`config.mk`:
```
export PLATFORM = sky130hd
export DESIGN_NAME = seam_deblock_filter
export DESIGN_NICKNAME = d
export VERILOG_FILES = /design/src/sv/sdf_pkg.sv /design/src/sv/seam_deblock_filter.sv
export SDC_FILE = /design/constraint.sdc
export NUM_CORES = 2
export LEC_CHECK = 0
export BUFFER_PORTS_ARGS = -buffer_cell sky130_fd_sc_hd__buf_2
export CAP_MARGIN = 20
export CORE_MARGIN = 4
export CORE_UTILIZATION = 59
export DETAILED_ROUTE_END_ITERATION = 8
export PLACE_DENSITY = 0.91
export SLEW_MARGIN = 20
export SYNTH_ARGS = -nofsm -noshare
export SYNTH_HDL_FRONTEND = slang
export SYNTH_SLANG_ARGS = --single-unit
```
`constraint.sdc`:
```
create_clock -name clk -period 8 [get_ports clk]
set_input_delay 0.4 -clock clk [delete_from_list [all_inputs] [get_ports clk]]
set_output_delay 0.4 -clock clk [all_outputs]
set_load 0.02 [all_outputs]
```
`src/sv/sdf_pkg.sv`:
```
package sdf_pkg;

	localparam int CFG_IDX_W  = 2;
	localparam int CFG_DATA_W = 24;
	localparam int ALPHA_W    = 16;
	localparam int BETA_W     = 16;
	localparam int RECIP_W    = 24;

	// 0.4 in Q.16
	localparam logic [14:0] TAP_Q16  = 15'd26214;
	localparam logic [16:0] ONE_Q16  = 17'h10000;
	localparam logic [16:0] HALF_Q16 = 17'h08000;

	typedef enum logic [CFG_IDX_W-1:0] {
		CFG_SEAM  = 2'd0,
		CFG_FLAT  = 2'd1,
		CFG_RECIP = 2'd2
	} cfg_idx_t;

endpackage

```
`src/sv/seam_deblock_filter.sv`:
```
// Weak four-tap deblocking across one block seam. Each input beat carries p1, p0, q0, q1;
// each output beat carries the corrected samples and a filtered flag in tuser. The block
// takes one beat per clock unless stalled and passes it through a five-stage pipeline
// (threshold compare, taper and tap multiplies, weight multiply, outer-tap multiply,
// round and clamp). Each stage stalls only when the stage after it is full, so bubbles
// are squeezed out and input is still taken while a finished beat waits at the output.
// Thresholds and the reciprocal of alpha are written through the cfg channel, which is
// always ready, and must only be changed while no beat is in flight.
module seam_deblock_filter import sdf_pkg::*; #(
	parameter int SAMPLE_BITS = 8,
	localparam int IO_W = ((4 * SAMPLE_BITS + 7) / 8) * 8
) (
	input  logic                  clk,
	input  logic                  arst_n,
	input  logic                  s_axis_tvalid,
	output logic                  s_axis_tready,
	input  logic [IO_W-1:0]       s_axis_tdata,  // low_outer, low_inner, high_inner, high_outer
	output logic                  m_axis_tvalid,
	input  logic                  m_axis_tready,
	output logic [IO_W-1:0]       m_axis_tdata,  // new_low_outer, new_low_inner,
	                                             // new_high_inner, new_high_outer
	output logic [0:0]            m_axis_tuser,  // was_filtered
	input  logic                  cfg_valid,
	output logic                  cfg_ready,
	input  logic [CFG_IDX_W-1:0]  cfg_index,
	input  logic [CFG_DATA_W-1:0] cfg_data
);

	localparam int SB = SAMPLE_BITS;
	localparam int VW = SB + 19;

	logic [ALPHA_W-1:0] seam_q;
	logic [BETA_W-1:0]  flat_q;
	logic [RECIP_W-1:0] recip_q;

	always_ff @(posedge clk or negedge arst_n) begin
		if (!arst_n) begin
			seam_q  <= '0;
			flat_q  <= '0;
			recip_q <= '0;
		end else if (cfg_valid) begin
			unique case (cfg_idx_t'(cfg_index))
				CFG_SEAM:  seam_q  <= cfg_data[ALPHA_W-1:0];
				CFG_FLAT:  flat_q  <= cfg_data[BETA_W-1:0];
				CFG_RECIP: recip_q <= cfg_data[RECIP_W-1:0];
				default: ;
			endcase
		end
	end

	assign cfg_ready = 1'b1;

	function automatic logic [SB-1:0] corr(input logic [SB-1:0] base, input logic neg,
			input logic [SB+15:0] mag);
		logic signed [VW-1:0] v;
		logic [VW-1:0]        sum;
		logic [SB+2:0]        r;
		v   = $signed({3'b000, base, 16'h0000});
		v   = neg ? v - $signed({3'b000, mag}) : v + $signed({3'b000, mag});
		sum = $unsigned(v) + VW'(HALF_Q16);
		r   = sum[VW-1:16];
		if (v[VW-1])
			corr = '0;
		else if (r > (SB+3)'({SB{1'b1}}))
			corr = {SB{1'b1}};
		else
			corr = r[SB-1:0];
	endfunction

	logic v_s1, v_s2, v_s3, v_s4, v_s5;
	logic en1, en2, en3, en4, en5;

	assign en5 = !v_s5 || m_axis_tready;
	assign en4 = !v_s4 || en5;
	assign en3 = !v_s3 || en4;
	assign en2 = !v_s2 || en3;
	assign en1 = !v_s1 || en2;
	assign s_axis_tready = en1;

	always_ff @(posedge clk or negedge arst_n) begin
		if (!arst_n) begin
			v_s1 <= 1'b0;
			v_s2 <= 1'b0;
			v_s3 <= 1'b0;
			v_s4 <= 1'b0;
			v_s5 <= 1'b0;
		end else begin
			if (en1) v_s1 <= s_axis_tvalid;
			if (en2) v_s2 <= v_s1;
			if (en3) v_s3 <= v_s2;
			if (en4) v_s4 <= v_s3;
			if (en5) v_s5 <= v_s4;
		end
	end

	// stage 1 inputs
	logic [SB-1:0] in_p1, in_p0, in_q0, in_q1;
	logic [SB-1:0] in_ad, in_apd, in_aqd;
	logic          in_filt;

	assign in_p1  = s_axis_tdata[SB-1:0];
	assign in_p0  = s_axis_tdata[2*SB-1:SB];
	assign in_q0  = s_axis_tdata[3*SB-1:2*SB];
	assign in_q1  = s_axis_tdata[4*SB-1:3*SB];
	assign in_ad  = (in_q0 >= in_p0) ? in_q0 - in_p0 : in_p0 - in_q0;
	assign in_apd = (in_p1 >= in_p0) ? in_p1 - in_p0 : in_p0 - in_p1;
	assign in_aqd = (in_q1 >= in_q0) ? in_q1 - in_q0 : in_q0 - in_q1;
	assign in_filt = (in_ad != '0)
		&& ({in_ad, 8'h00} < (SB+8)'(seam_q))
		&& ({in_apd, 8'h00} < (SB+8)'(flat_q))
		&& ({in_aqd, 8'h00} < (SB+8)'(flat_q));

	logic [SB-1:0] p1_s1, p0_s1, q0_s1, q1_s1, ad_s1;
	logic          neg_s1, filt_s1;
	logic [SB-1:0] p1_s2, p0_s2, q0_s2, q1_s2;
	logic          neg_s2;
	logic [SB+23:0] t_s2;
	logic [SB+14:0] adk_s2;
	logic [SB-1:0] p1_s3, p0_s3, q0_s3, q1_s3;
	logic          neg_s3;
	logic [SB+31:0] prod0_s3;
	logic [SB-1:0] p1_s4, p0_s4, q0_s4, q1_s4;
	logic          neg_s4;
	logic [SB+15:0] m0_s4;
	logic [SB+30:0] prod1_s4;
	logic [SB-1:0] p1_s5, p0_s5, q0_s5, q1_s5;
	logic          filt_s5;

	logic [16:0]    w;
	logic [SB+15:0] m1;

	assign w  = (t_s2[SB+23:16] != '0) ? 17'd0 : ONE_Q16 - {1'b0, t_s2[15:0]};
	assign m1 = {1'b0, prod1_s4[SB+30:16]};

	always_ff @(posedge clk) begin
		if (en1 && s_axis_tvalid) begin
			p1_s1   <= in_p1;
			p0_s1   <= in_p0;
			q0_s1   <= in_q0;
			q1_s1   <= in_q1;
			ad_s1   <= in_ad;
			neg_s1  <= in_q0 < in_p0;
			filt_s1 <= in_filt;
		end
		if (en2 && v_s1) begin
			{p1_s2, p0_s2, q0_s2, q1_s2} <= {p1_s1, p0_s1, q0_s1, q1_s1};
			neg_s2 <= neg_s1;
			t_s2   <= (SB+24)'(ad_s1) * (SB+24)'(recip_q);
			adk_s2 <= filt_s1 ? (SB+15)'(ad_s1) * (SB+15)'(TAP_Q16) : '0;
		end
		if (en3 && v_s2) begin
			{p1_s3, p0_s3, q0_s3, q1_s3} <= {p1_s2, p0_s2, q0_s2, q1_s2};
			neg_s3   <= neg_s2;
			prod0_s3 <= (SB+32)'(adk_s2) * (SB+32)'(w);
		end
		if (en4 && v_s3) begin
			{p1_s4, p0_s4, q0_s4, q1_s4} <= {p1_s3, p0_s3, q0_s3, q1_s3};
			neg_s4   <= neg_s3;
			m0_s4    <= prod0_s3[SB+31:16];
			prod1_s4 <= (SB+31)'(prod0_s3[SB+31:16]) * (SB+31)'(TAP_Q16);
		end
		if (en5 && v_s4) begin
			filt_s5 <= m0_s4 != '0;
			if (m0_s4 == '0) begin
				{p1_s5, p0_s5, q0_s5, q1_s5} <= {p1_s4, p0_s4, q0_s4, q1_s4};
			end else begin
				p1_s5 <= corr(p1_s4, neg_s4, m1);
				p0_s5 <= corr(p0_s4, neg_s4, m0_s4);
				q0_s5 <= corr(q0_s4, !neg_s4, m0_s4);
				q1_s5 <= corr(q1_s4, !neg_s4, m1);
			end
		end
	end

	assign m_axis_tvalid = v_s5;
	assign m_axis_tdata  = IO_W'({q1_s5, q0_s5, p0_s5, p1_s5});
	assign m_axis_tuser  = filt_s5;

	a_free_out_takes_input: assert property (@(posedge clk) disable iff (!arst_n)
		!m_axis_tvalid |-> s_axis_tready)
		else $error("input stalled with empty output stage");

	a_zero_step_no_filter: assert property (@(posedge clk) disable iff (!arst_n)
		(v_s1 && ad_s1 == '0) |-> !filt_s1)
		else $error("zero step marked for filtering");

	a_gated_tap: assert property (@(posedge clk) disable iff (!arst_n)
		(en2 && v_s1 && !filt_s1) |=> (adk_s2 == '0))
		else $error("tap product not gated for unfiltered beat");

	a_passthrough: assert property (@(posedge clk) disable iff (!arst_n)
		(en5 && v_s4 && m0_s4 == '0) |=>
		(!m_axis_tuser[0] && p0_s5 == $past(p0_s4) && q1_s5 == $past(q1_s4)))
		else $error("unfiltered beat altered");

	a_filtered_flag: assert property (@(posedge clk) disable iff (!arst_n)
		(en5 && v_s4 && m0_s4 != '0) |=> m_axis_tuser[0])
		else $error("filtered beat not flagged");

endmodule

```
==> results.tsv <==
stage	metric	value	unit
logic_synthesis	synth_area_leader_cell	fa_1	
global_route	grt-ovfl-total	0	
sta	tns	-0.149	ns
hold_path	hold_class	input pin to register	
sta	fmax	124	MHz
final_layout	num-fill-cells	4769	
power	switching_share	47.4	%
die	io_pins	99	
logic_synthesis	syn_nets	5155	
detailed_routing	drtPass1Iterations	8	
power	leakagePower	21.6	nW
detailed_routing	drt_wl_total	102000	µm
sta	fin_crit	8.08	ns
status	outcome	finished, violations left	
logic_synthesis	synth_area	41800	µm²
worst_setup_path	crit_arrival	8.42	ns
detailed_routing	vias	30104	
logic_synthesis	syn_avg_cell_area	10.4	µm²
logic_synthesis	synth_area_leaders	fa_1, edfxtp_1, ha_1	
worst_setup_path	cpMostUsedCell	fa_1	
power	power.switching	8.86	mW
logic_synthesis	synthArstFlopShare	16.9	%
worst_setup_path	reg2reg_from	t_s2[8]	
worst_setup_path	critical_path_required	8.34	ns
logic_synthesis	ys_seq_elements	360	
die	start_util	59.5	%
global_route	grt_max_degree	81	
sta	fin_ws	-0.0843	ns
final_layout	syn2layout_area_growth	8.28	%
status	violations	negative setup slack	
die	dieArea	75100	µm²
logic_synthesis	synth_seq_area_share	25.1	%
placement	io_buffers	97	
sta	hold_viol	0	
worst_setup_path	crit_family	adder cells	
clock_network	h-tree-depth	2	
placement	hpwl	75400	µm
clock_network	clkSlewWorstSetupHoldPaths	0.07	ns
worst_setup_path	crit_buf_inv	4	
final_layout	drive_gt1_share	8.88	%
detailed_routing	drc	0	
final_layout	final_common_cell	inv_1	
global_route	grt_pass1_vias	32288	
sta	skew	0.0218	ns
worst_setup_path	endpoint_kind	register	
detailed_routing	vias_per_cell	5.91	
clock_network	cts_made_buffers	41	
worst_setup_path	slowest_stage	or4_4	
sta	setup_viol	3	
global_route	grt.total_usage	27.3	%
sta	max-slew-margin-rel	25.6	%
die	fp-row-count	97	
power	p_seq_share	20.8	%
power	peakVddDrop	577	µV
power	power	18.7	mW
final_layout	most-common-layout-cells	inv_1, fa_1, ha_1	
power	p_int	9.82	mW
logic_synthesis	synth_top_area_share	27.1	%
detailed_routing	ant_nets	0	
power	power_density	413	nW/µm²
clock_network	insertion_delay	0.59	ns
placement	post-place-ws	-0.131	ns
die	die_h	274	µm
worst_setup_path	critical_path.max_stage_delay	0.57	ns
power	pwr-share-comb	68.7	%
clock_network	cts_max_path_buffers	3	
worst_setup_path	reg2reg_slack	-0.08	ns
detailed_routing	drt_iter0_markers	2793	
sta	slew_viol_final	0	
sta	worst_pin_slew	1.12	ns
placement	routabilityCongestion	0.926	
global_route	grt_pass1_wl	165000	µm
logic_synthesis	synth_flop_cell	edfxtp_1	
logic_synthesis	yosysWarningCount	0	
global_route	grt_antenna_before_repair	3	
logic_synthesis	synthDistinctLibCells	79	
final_layout	final_net_count	5233	
sta	period_share	101	%
detailed_routing	routedWlPerCell	20.0	µm
worst_setup_path	cp-startpoint	t_s2[8]	
clock_network	clockRootBuffer	clkbuf_16	
die	die_w	274	µm
worst_setup_path	worstSetupStartpointType	register	
power	p_clk_share	10.5	%
logic_synthesis	synth_edf_count	299	
clock_network	tritoncts	built	
die	coreArea	70100	µm²
hold_path	hold_start	s_axis_tdata[30]	
worst_setup_path	path_class	register to register	
clock_network	cts_sinks	360	
worst_setup_path	cp_max_fo	5	
job	maxCapViolCount	0	
logic_synthesis	netlist_instances	4035	
## cells in the mapped netlist (all sizes together) (20+ instances only)
master	n
buf	25
edfxtp	299
nand3	25
nor4	22
a21oi	123
nor2b	26
nand2	451
o21ai	79
inv	771
and2	226
xor2	55
nand2b	26
nor3	36
a21o	54
ha	491
xnor2	113
o21a	32
nor2	114
o21bai	20
mux2	60
dfrtp	61
fa	566
clkbuf	106
## power by group through the flow
stage / sequential, mW / clock, mW / combinational [mW]
after floorplan: 3.56 / 0 / 9.63
after global placement: 3.82 / 0 / 11.5
after detailed placement: 3.86 / 0 / 12.2
after CTS: 3.83 / 1.97 / 12.7
after global routing: 3.91 / 2.06 / 14.4
final: 3.88 / 1.96 / 12.8
## cell type report
cell class	instances	area, µm²	share of cell area [%]
antenna	7	17.5	0.0387
clock buffer	52	1120	2.47
timing repair buffer	166	1060	2.35
multi-input combinational	2773	28200	62.3
clock inverter	22	267	0.589
tap	940	1180	2.60
inverter	771	2890	6.40
sequential	360	10500	23.2
## metal layers
metal	vias to the layer above	track usage [%]	wire length (µm)
met3	420	5.51	8860
met5	-	0	12
met1	14877	33.6	37700
met4	2	10.8	4740
met2	1614	47.4	50300
li1	13191	-	-
## state kept, by name (all words and copies together), names as in the netlist, 16 cells and up
register  cells
flat_q       16
prod1_s4     23
adk_s2       22
seam_q       16
prod0_s3     24
m0_s4        24
recip_q      24
t_s2         32
## final timing paths
check                                     to  depth (start not counted)
worst max-delay path            prod0_s3[33]                         27
worst min-delay path                q1_s1[6]                          1
worst max register to register  prod0_s3[33]                         27
worst min register to register      q1_s3[1]                          0
max in group asynchronous               v_s4                          3
min in group asynchronous        recip_q[17]                          3
## metrics by stage
stage | hold WS [ns] | std cells | cell area (µm²) | util [%]
after floorplan | 0.104 | 4035 | 41800 | -
after global placement | 0.400 | 4992 | 43400 | 61.8
after detailed placement | 0.405 | 4992 | 43400 | 61.8
after CTS | 0.00285 | 5071 | 44800 | 63.9
after global routing | 0.0176 | 5085 | 45200 | 64.5
final | 0.0292 | 5091 | 45200 | 64.5
## cell families after synthesis
logic type,synth area share (%)
xor+xnor,3.52
mux,2.05
fa+ha+maj,41.8
buf+inv,8.13
simple gates,11.8
flops,25.1
compound gates,7.49
other cells,0.00898
## timing repair
| action | 4_1_cts | 5_1_grt |
|---|---|---|
| resized for setup | 11 | 61 |
| hold buffers | 3 | 0 |
| cloned | 0 | 1 |
| hold endpoints to repair | 9 | 0 |
| setup endpoints to repair | 6 | 12 |
| pin swaps | 7 | 60 |
| setup buffers | 2 | 13 |
Note: power is estimated with default switching activity, not from simulation.
